File: src/hw/rtl/vhpc_pkg.sv
// Shared types, fixed-point constants and the control program of the voice
// high-pass / presence / compressor block.
// No dependencies; used by vhpc_dp and voice_hpf_presence_compressor.
`default_nettype none

package vhpc_pkg;

  // Datapath widths (Q8.24 signal path, wide working register and product)
  localparam int OPA_W  = 35;
  localparam int COEF_W = 28;
  localparam int PROD_W = 63;
  localparam int PC_W   = 5;

  // Filter and gain coefficients, 16 fraction bits
  localparam logic signed [COEF_W-1:0] CO_ALPHA = 28'sd64857;
  localparam logic signed [COEF_W-1:0] CO_LPK   = 28'sd16384;
  localparam logic signed [COEF_W-1:0] CO_PRES  = 28'sd9175;
  localparam logic signed [COEF_W-1:0] CO_GAIN  = 28'sd164619;
  // ceil(2^28 / 3): exact floor division by three for excess below 2^27
  localparam logic signed [COEF_W-1:0] CO_THIRD = 28'sd89478486;

  // Compressor knee and limiter, Q24
  localparam logic signed [OPA_W-1:0] Q_THRESH = 35'sd2348810;
  localparam logic signed [OPA_W-1:0] Q_LIMIT  = 35'sd14952711;
  // Any excess at or above this value already drives the result into the limit
  localparam logic signed [OPA_W-1:0] EXC_SAT  = 35'sd67108863;

  // Datapath operations
  typedef enum logic [3:0] {
    OP_NOP,
    OP_DIFF_IN,
    OP_MUL,
    OP_WB_HP,
    OP_DIFF,
    OP_WB_LP,
    OP_LIFT,
    OP_ABS,
    OP_KNEE,
    OP_COMP
  } op_t;

  // Multiplier coefficient select
  typedef enum logic [2:0] {
    CF_ALPHA,
    CF_LPK,
    CF_PRES,
    CF_GAIN,
    CF_THIRD,
    CF_FULL
  } coef_t;

  // Sequencer branch kinds
  typedef enum logic [2:0] {
    J_NEXT,
    J_WAIT_IN,
    J_WAIT_OUT,
    J_KNEE,
    J_GOTO
  } jmp_t;

  typedef struct packed {
    op_t             op;
    coef_t           coef;
    jmp_t            jmp;
    logic [PC_W-1:0] target;
  } ucode_t;

  // Control from sequencer to datapath
  typedef struct packed {
    op_t   op;
    coef_t coef;
    logic  load;
  } dp_ctrl_t;

  // Status from datapath to sequencer
  typedef struct packed {
    logic below_knee;
  } dp_stat_t;

  localparam logic [PC_W-1:0] PC_IDLE     = 5'd0;
  localparam logic [PC_W-1:0] PC_MUL_FULL = 5'd15;

  // Control store: one word per step
  function automatic ucode_t ucode(input logic [PC_W-1:0] pc);
    ucode_t w;
    w = '{op: OP_NOP, coef: CF_ALPHA, jmp: J_NEXT, target: PC_IDLE};
    case (pc)
      5'd0:  w.jmp = J_WAIT_IN;                          // wait for a sample
      5'd1:  w.op = OP_DIFF_IN;                          // hp + x - x_prev
      5'd2:  begin w.op = OP_MUL; w.coef = CF_ALPHA; end
      5'd3:  w.op = OP_WB_HP;                            // store high-pass
      5'd4:  w.op = OP_DIFF;                             // hp - lp
      5'd5:  begin w.op = OP_MUL; w.coef = CF_LPK; end
      5'd6:  w.op = OP_WB_LP;                            // update low-pass
      5'd7:  w.op = OP_DIFF;                             // hp - lp (new lp)
      5'd8:  begin w.op = OP_MUL; w.coef = CF_PRES; end
      5'd9:  w.op = OP_LIFT;                             // hp + presence
      5'd10: begin w.op = OP_MUL; w.coef = CF_GAIN; end
      5'd11: w.op = OP_ABS;                              // magnitude and sign
      5'd12: begin                                       // skip ratio below knee
        w.op     = OP_KNEE;
        w.jmp    = J_KNEE;
        w.target = PC_MUL_FULL;
      end
      5'd13: begin w.op = OP_MUL; w.coef = CF_THIRD; end
      5'd14: w.op = OP_COMP;                             // knee + excess/3, limit
      5'd15: begin w.op = OP_MUL; w.coef = CF_FULL; end
      5'd16: begin                                       // hand result over
        w.jmp    = J_WAIT_OUT;
        w.target = PC_IDLE;
      end
      default: begin
        w.jmp    = J_GOTO;
        w.target = PC_IDLE;
      end
    endcase
    return w;
  endfunction

  // Saturate a wide signed value to 32 bits
  function automatic logic signed [31:0] sat32(input logic signed [47:0] v);
    logic signed [31:0] r;
    if (v > 48'sd2147483647) begin
      r = 32'sh7fffffff;
    end else if (v < -48'sd2147483648) begin
      r = 32'sh80000000;
    end else begin
      r = v[31:0];
    end
    return r;
  endfunction

endpackage

`default_nettype wire

File: src/hw/rtl/vhpc_dp.sv
// Datapath of the voice conditioning block: filter state, working registers,
// one shared multiplier and the rounding / compressor logic.
// Depends on vhpc_pkg; driven step by step by voice_hpf_presence_compressor.
`default_nettype none

module vhpc_dp #(
  parameter int SAMPLE_BITS = 16
) (
  input  wire                             clk,
  input  wire                             rst,
  input  wire vhpc_pkg::dp_ctrl_t         ctrl,
  input  wire logic signed [SAMPLE_BITS-1:0] sample_in,
  output vhpc_pkg::dp_stat_t              stat,
  output logic signed [SAMPLE_BITS-1:0]   res
);

  localparam int SHIFT = 25 - SAMPLE_BITS;
  localparam logic signed [vhpc_pkg::COEF_W-1:0] FULL =
    vhpc_pkg::COEF_W'((1 << (SAMPLE_BITS - 1)) - 1);

  // Filter state
  logic signed [SAMPLE_BITS-1:0]      px;
  logic signed [31:0]                 hp;
  logic signed [31:0]                 lp;
  // Working registers
  logic signed [SAMPLE_BITS-1:0]      xin;
  logic signed [vhpc_pkg::OPA_W-1:0]  opa;
  logic signed [vhpc_pkg::PROD_W-1:0] prod;
  logic                               neg;

  logic signed [vhpc_pkg::OPA_W-1:0]  xq;
  logic signed [vhpc_pkg::OPA_W-1:0]  pxq;
  logic signed [vhpc_pkg::COEF_W-1:0] coef;
  logic signed [vhpc_pkg::PROD_W-1:0] rnd_sum;
  logic signed [46:0]                 rp;
  logic [vhpc_pkg::PROD_W-1:0]        abs_sum;
  logic signed [vhpc_pkg::OPA_W-1:0]  exc;
  logic [25:0]                        knee_sum;
  logic [47:0]                        mag_sum;
  logic [SAMPLE_BITS-1:0]             mag;
  logic                               below;

  // Scale samples to Q24
  assign xq  = vhpc_pkg::OPA_W'(xin) <<< SHIFT;
  assign pxq = vhpc_pkg::OPA_W'(px) <<< SHIFT;

  // Coefficient select for the shared multiplier
  always_comb begin
    case (ctrl.coef)
      vhpc_pkg::CF_ALPHA: coef = vhpc_pkg::CO_ALPHA;
      vhpc_pkg::CF_LPK:   coef = vhpc_pkg::CO_LPK;
      vhpc_pkg::CF_PRES:  coef = vhpc_pkg::CO_PRES;
      vhpc_pkg::CF_GAIN:  coef = vhpc_pkg::CO_GAIN;
      vhpc_pkg::CF_THIRD: coef = vhpc_pkg::CO_THIRD;
      vhpc_pkg::CF_FULL:  coef = FULL;
      default:            coef = '0;
    endcase
  end

  // Round product half away from zero to Q24
  assign rnd_sum = prod + (prod[vhpc_pkg::PROD_W-1] ? 63'sd32767 : 63'sd32768);
  assign rp      = rnd_sum[62:16];

  // Magnitude of the rounded product in one add
  assign abs_sum = (prod ^ {vhpc_pkg::PROD_W{prod[vhpc_pkg::PROD_W-1]}})
                 + (prod[vhpc_pkg::PROD_W-1] ? 63'd32769 : 63'd32768);

  // Compressor knee
  assign below    = (opa <= vhpc_pkg::Q_THRESH);
  assign exc      = opa - vhpc_pkg::Q_THRESH;
  assign knee_sum = vhpc_pkg::Q_THRESH[25:0] + 26'(prod[52:28]);
  assign stat.below_knee = below;

  // Final scaling, round half up on the magnitude, restore sign
  assign mag_sum = prod[47:0] + 48'd8388608;
  assign mag     = mag_sum[24 +: SAMPLE_BITS];
  assign res     = neg ? -signed'(mag) : signed'(mag);

  // Filter state: cleared at reset
  always_ff @(posedge clk) begin
    if (rst) begin
      px <= '0;
      hp <= '0;
      lp <= '0;
    end else begin
      case (ctrl.op)
        vhpc_pkg::OP_DIFF_IN: px <= xin;
        vhpc_pkg::OP_WB_HP:   hp <= vhpc_pkg::sat32(48'(rp));
        vhpc_pkg::OP_WB_LP:   lp <= vhpc_pkg::sat32(48'(lp) + 48'(rp));
        default: ;
      endcase
    end
  end

  // Working registers
  always_ff @(posedge clk) begin
    if (ctrl.load) begin
      xin <= sample_in;
    end
    case (ctrl.op)
      vhpc_pkg::OP_DIFF_IN: opa <= vhpc_pkg::OPA_W'(hp) + xq - pxq;
      vhpc_pkg::OP_MUL:     prod <= vhpc_pkg::PROD_W'(opa) * vhpc_pkg::PROD_W'(coef);
      vhpc_pkg::OP_DIFF:    opa <= vhpc_pkg::OPA_W'(hp) - vhpc_pkg::OPA_W'(lp);
      vhpc_pkg::OP_LIFT:    opa <= vhpc_pkg::OPA_W'(hp) + rp[vhpc_pkg::OPA_W-1:0];
      vhpc_pkg::OP_ABS: begin
        neg <= prod[vhpc_pkg::PROD_W-1];
        opa <= signed'(abs_sum[50:16]);
      end
      vhpc_pkg::OP_KNEE: begin
        if (!below) begin
          opa <= (exc > vhpc_pkg::EXC_SAT) ? vhpc_pkg::EXC_SAT : exc;
        end
      end
      vhpc_pkg::OP_COMP: begin
        if (signed'({9'd0, knee_sum}) > vhpc_pkg::Q_LIMIT) begin
          opa <= vhpc_pkg::Q_LIMIT;
        end else begin
          opa <= signed'({9'd0, knee_sum});
        end
      end
      default: ;
    endcase
  end

endmodule

`default_nettype wire

File: src/hw/rtl/voice_hpf_presence_compressor.sv
// Voice conditioning block: first-order high-pass, presence lift, +8 dB gain,
// 3:1 soft compressor and limiter, rounded back to a signed sample.
//
// Channels: in_valid/in_ready carry sample_in, out_valid/out_ready carry
// sample_out. A transaction completes on a clock edge where valid and ready
// are both high. Each input transaction yields exactly one output.
// One sample is processed at a time. A small control program steps a single
// shared multiplier: the input is accepted at step 0 and the result is
// loaded into the output register at step 16. Samples below the compressor
// knee skip the divide-by-three product. A new sample is taken only after
// the last result has gone to the output register; the multiplier's chain
// of six or five products runs in between. in_ready is high only while the
// program waits at step 0.
// When the receiver stalls, a finished result waits in the output register
// and the program holds at its last step until the register frees up.
// Reset (synchronous) clears the filter state and the output valid flag and
// returns the program to step 0.
`default_nettype none

module voice_hpf_presence_compressor #(
  parameter int SAMPLE_BITS = 16
) (
  input  wire                              clk,
  input  wire                              rst,
  input  wire                              in_valid,
  output logic                             in_ready,
  input  wire logic signed [SAMPLE_BITS-1:0] sample_in,
  output logic                             out_valid,
  input  wire                              out_ready,
  output logic signed [SAMPLE_BITS-1:0]    sample_out
);

  logic [vhpc_pkg::PC_W-1:0]      pc;
  logic [vhpc_pkg::PC_W-1:0]      pc_next;
  vhpc_pkg::ucode_t               uc;
  vhpc_pkg::dp_ctrl_t             ctrl;
  vhpc_pkg::dp_stat_t             stat;
  logic signed [SAMPLE_BITS-1:0]  res;
  logic                           in_fire;
  logic                           out_free;
  logic                           out_load;

  // Fetch the control word of the current step
  assign uc = vhpc_pkg::ucode(pc);

  assign in_ready = (uc.jmp == vhpc_pkg::J_WAIT_IN);
  assign in_fire  = in_valid && in_ready;
  assign out_free = !out_valid || out_ready;
  assign out_load = (uc.jmp == vhpc_pkg::J_WAIT_OUT) && out_free;

  assign ctrl.op   = uc.op;
  assign ctrl.coef = uc.coef;
  assign ctrl.load = in_fire;

  // Next step: advance, hold on a handshake, or branch
  always_comb begin
    case (uc.jmp)
      vhpc_pkg::J_NEXT:     pc_next = pc + 5'd1;
      vhpc_pkg::J_WAIT_IN:  pc_next = in_fire ? pc + 5'd1 : pc;
      vhpc_pkg::J_WAIT_OUT: pc_next = out_free ? uc.target : pc;
      vhpc_pkg::J_KNEE:     pc_next = stat.below_knee ? uc.target : pc + 5'd1;
      vhpc_pkg::J_GOTO:     pc_next = uc.target;
      default:              pc_next = vhpc_pkg::PC_IDLE;
    endcase
  end

  always_ff @(posedge clk) begin
    if (rst) begin
      pc <= vhpc_pkg::PC_IDLE;
    end else begin
      pc <= pc_next;
    end
  end

  // Output register: load a finished result, drop it once taken
  always_ff @(posedge clk) begin
    if (rst) begin
      out_valid <= 1'b0;
    end else if (out_load) begin
      out_valid <= 1'b1;
    end else if (out_ready) begin
      out_valid <= 1'b0;
    end
  end

  always_ff @(posedge clk) begin
    if (out_load) begin
      sample_out <= res;
    end
  end

  vhpc_dp #(
    .SAMPLE_BITS(SAMPLE_BITS)
  ) u_dp (
    .clk      (clk),
    .rst      (rst),
    .ctrl     (ctrl),
    .sample_in(sample_in),
    .stat     (stat),
    .res      (res)
  );

endmodule

`default_nettype wire

File: config.mk
export PLATFORM = sky130hd
export DESIGN_NAME = voice_hpf_presence_compressor
export DESIGN_NICKNAME = d
export VERILOG_FILES = /design/src/hw/rtl/vhpc_pkg.sv /design/src/hw/rtl/vhpc_dp.sv /design/src/hw/rtl/voice_hpf_presence_compressor.sv
export SDC_FILE = /design/constraint.sdc
export NUM_CORES = 2
export LEC_CHECK = 0
export ABC_CLOCK_PERIOD_IN_PS = 9250
export BUFFER_PORTS_ARGS = -buffer_cell sky130_fd_sc_hd__buf_2
export CAP_MARGIN = 20
export CELL_PAD_IN_SITES_DETAIL_PLACEMENT = 1
export CELL_PAD_IN_SITES_GLOBAL_PLACEMENT = 1
export CORE_MARGIN = 3
export CORE_UTILIZATION = 33
export CTS_BUF_LIST = sky130_fd_sc_hd__clkbuf_4 sky130_fd_sc_hd__clkbuf_8
export CTS_CLUSTER_DIAMETER = 80
export DETAILED_ROUTE_END_ITERATION = 16
export GPL_ROUTABILITY_DRIVEN = 1
export GPL_TIMING_DRIVEN = 0
export HOLD_SLACK_MARGIN = 0.03
export MAX_ROUTING_LAYER = met4
export PLACE_DENSITY_LB_ADDON = 0.1
export SLEW_MARGIN = 20
export SYNTH_ARGS = -nofsm -noshare
export SYNTH_HDL_FRONTEND = slang
export SYNTH_HIERARCHICAL = 1
export SYNTH_SLANG_ARGS = --single-unit
File: constraint.sdc
create_clock -name clk -period 9.25 [get_ports clk]
set_input_delay 1.3875 -clock clk [delete_from_list [all_inputs] [get_ports clk]]
set_output_delay 1.3875 -clock clk [all_outputs]
set_load 0.05 [all_outputs]
==> results.py <==
metrics = {
    "outcome": {
        "status": "finished, violations left",
        "violations": "setup timing",
    },
    "place": {
        "gp_congestion": 0.940,
        "portBuffers": 37,
        "dp_hpwl_mm": 165,
        "dp.cells": 7962,
    },
    "setup_path": {
        "reg2reg_depth": 38,
        "cpMaxStageDelayCell": "fa_2",
        "crit_type": "register to register",
        "cp.arrival_ps": 9940,
        "critPathRequiredTime_ps": 9700,
        "max_stage_delay_ps": 560,
        "worst_path_most_repeated_cell": "fa_1",
        "cp-end-kind": "register",
        "worst-path-max-fanout": 5,
        "cp-start-kind": "register",
    },
    "worst_hold_path": {
        "min_path_cells": 2,
        "hold_path.class": "register to register",
    },
    "floorplanning": {
        "rows": 143,
        "core_area_sq_mm": 0.153,
        "die_w_um": 400,
        "start_util_pct": 33.4,
        "fp.dieH_um": 400,
        "die-area_sq_mm": 0.160,
        "num_io_pins": 38,
    },
    "timing": {
        "hold_violations": 0,
        "fin_crit_sh_pct": 103,
        "worstMarginPinSlew_ps": 1230,
        "fin_crit_ps": 9490,
        "fin_tns_setup_ps": -1160,
        "relSlewSlack_pct": 18.1,
        "setup_viol": 8,
        "setup_ws_ps": -245,
        "fin_skew_ps": 75.7,
        "timing.fmax_mhz": 105,
        "drv_slew": 0,
        "rsz0062_at_grt": "true",
    },
    "synthesis": {
        "yosys_register_bits": 217,
        "ys_seq_area_share_pct": 11.1,
        "synth_nets": 7151,
        "syn_area_sq_mm": 0.0512,
        "synth.avg_cell_area_sq_um": 8.71,
        "synthCells": 5877,
        "synth-async-reset-ratio_pct": 0,
        "ys_types": 104,
        "synth-warning-count": 6,
        "synth-edff-count": 131,
        "synth_flop_cell": "edfxtp_1",
    },
    "cts": {
        "cts_made_buffers": 47,
        "cts.htree.levels": 2,
        "clk_latency_ps": 700,
        "clock_sinks": 217,
        "cts_hold_buf": 0,
        "clockRootBuffer": "clkbuf_8",
        "clkTransAtPathRegs_ps": 70,
        "clock_path_buffers": 3,
        "cts_tree": "done",
    },
    "grt": {
        "grt_pass1_vias": 44100,
        "gr-usage-all-layers_pct": 25.1,
        "antenna_found_initial": 11,
        "grt_max_degree": 28,
        "grt_overflow": 0,
        "grt_pass1_wl_mm": 290,
    },
    "routing": {
        "num_vias": 41800,
        "totalWireLength_mm": 195,
        "wl_per_cell_um": 23.8,
        "vias_per_cell": 5.10,
        "first_pass_iters": 5,
        "ant_nets": 0,
        "dr.first_iter.drc_count": 2641,
        "drc_errors": 0,
    },
    "finish": {
        "area_delta_synth_final_pct": 13.8,
        "drive_above_1_share_pct": 11.0,
        "layout_common_cells": "inv_1, fa_1, nand2_1",
        "num-fill-cells": 18000,
        "layout.cells.non_filler": 8187,
        "layout.nets": 7390,
        "layout_commonest_cell": "inv_1",
    },
    "run": {
        "maxCapViolCount": 0,
    },
}
-- through the flow --
step / setup WS, ps / util, % / instance area (sq um) / hold slack (ps)
CTS: -163 / 37.4 / 57200 / 493
global placement: -7170 / 35.2 / 53900 / 474
floorplan: 73.2 / - / 51200 / 462
detailed placement: -3930 / 35.4 / 54200 / 484
global route: -582 / 38.1 / 58200 / 519
finish: -245 / 38.1 / 58200 / 485
-- metal layers --
layer	vias to the layer above	GRT usage (%)	wire length, um
met3	211	1.79	8040
met1	21600	34.7	90600
li1	19200	-	-
met4	0	6.04	5570
met5	-	-	0
met2	843	40.2	90500
-- flip-flops by register name, indices dropped and copies added, names as in the netlist --
signal and count:
u_dp/hp 32, sample_out 16, u_dp/xin 16, u_dp/px 16, u_dp/neg 1, pc 5
u_dp/prod 63, out_valid 1, u_dp/lp 32, u_dp/opa 35
-- path summary, 6_finish.rpt --
check              startpoint       endpoint  slack [ps]
setup / recovery        pc[1]  u_dp/prod[62]        -240
hold / removal    u_dp/px[11]    u_dp/px[11]         490
setup reg to reg        pc[1]  u_dp/prod[62]        -240
hold reg to reg   u_dp/px[11]    u_dp/px[11]         490
-- cells by family (layout without fill, tap and decap cells) --
kind of cell | after synthesis | in the layout | share of synthesized area [%]
other | 0 | 5 | 0
xor gates and xnor gates | 352 | 352 | 6.03
DFF | 217 | 217 | 11.1
adders and majority gates | 1254 | 1254 | 43.0
muxes | 15 | 15 | 0.298
AOI/OAI and AO/OA | 955 | 955 | 13.0
and+or+nand+nor | 1514 | 1514 | 15.0
buffers and inverters | 1570 | 1845 | 11.7
-- timing repair --
| action | CTS | global route |
|---|---|---|
| resized for setup | 347 | 156 |
| cloned | 1 | 1 |
| pin swaps | 81 | 116 |
| endpoints found under the setup margin | 89 | 52 |
| buffers inserted | 84 | 63 |
-- critical path, delay by kind of cell (launching register included) --
| kind | cells | cell delay, ps |
|---|---|---|
| compound gates | 10 | 1880 |
| fa+ha+maj | 10 | 4270 |
| simple gates | 8 | 1290 |
| buf+inv | 10 | 1350 |
| flops | 1 | 380 |
-- synth_stat cells, types with 113 or more instances --
cell,count,area share (%)
ha_1,415,10
xor2_1,113,1.9
nand2_1,505,3.7
fa_1,839,33
and2_1,340,4.2
edfxtp_1,131,7.7
a21o_1,126,1.8
o21ai_0,150,1.5
inv_1,1328,9.7
nor2_1,225,1.7
xnor2_1,239,4.1
a21oi_1,241,2.4
clkbuf_1,195,1.4
-- area by class of cell --
| cell class | instances | area, sq um | share of cell area, % |
|---|---|---|---|
| multi-input cells | 4090 | 40800 | 70.0 |
| flip-flops and latches | 217 | 5670 | 9.74 |
| inverters | 1330 | 5020 | 8.63 |
| well taps | 2030 | 2540 | 4.36 |
| repair buffers | 201 | 1720 | 2.95 |
| plain buffers | 229 | 1460 | 2.51 |
| clock buffers | 62 | 785 | 1.35 |
| clock inverters | 23 | 229 | 0.393 |
| diodes | 5 | 12.5 | 0.0215 |
Power is not shown: default switching activity piles up to over one toggle a cycle in this logic, so the estimate is an artifact.
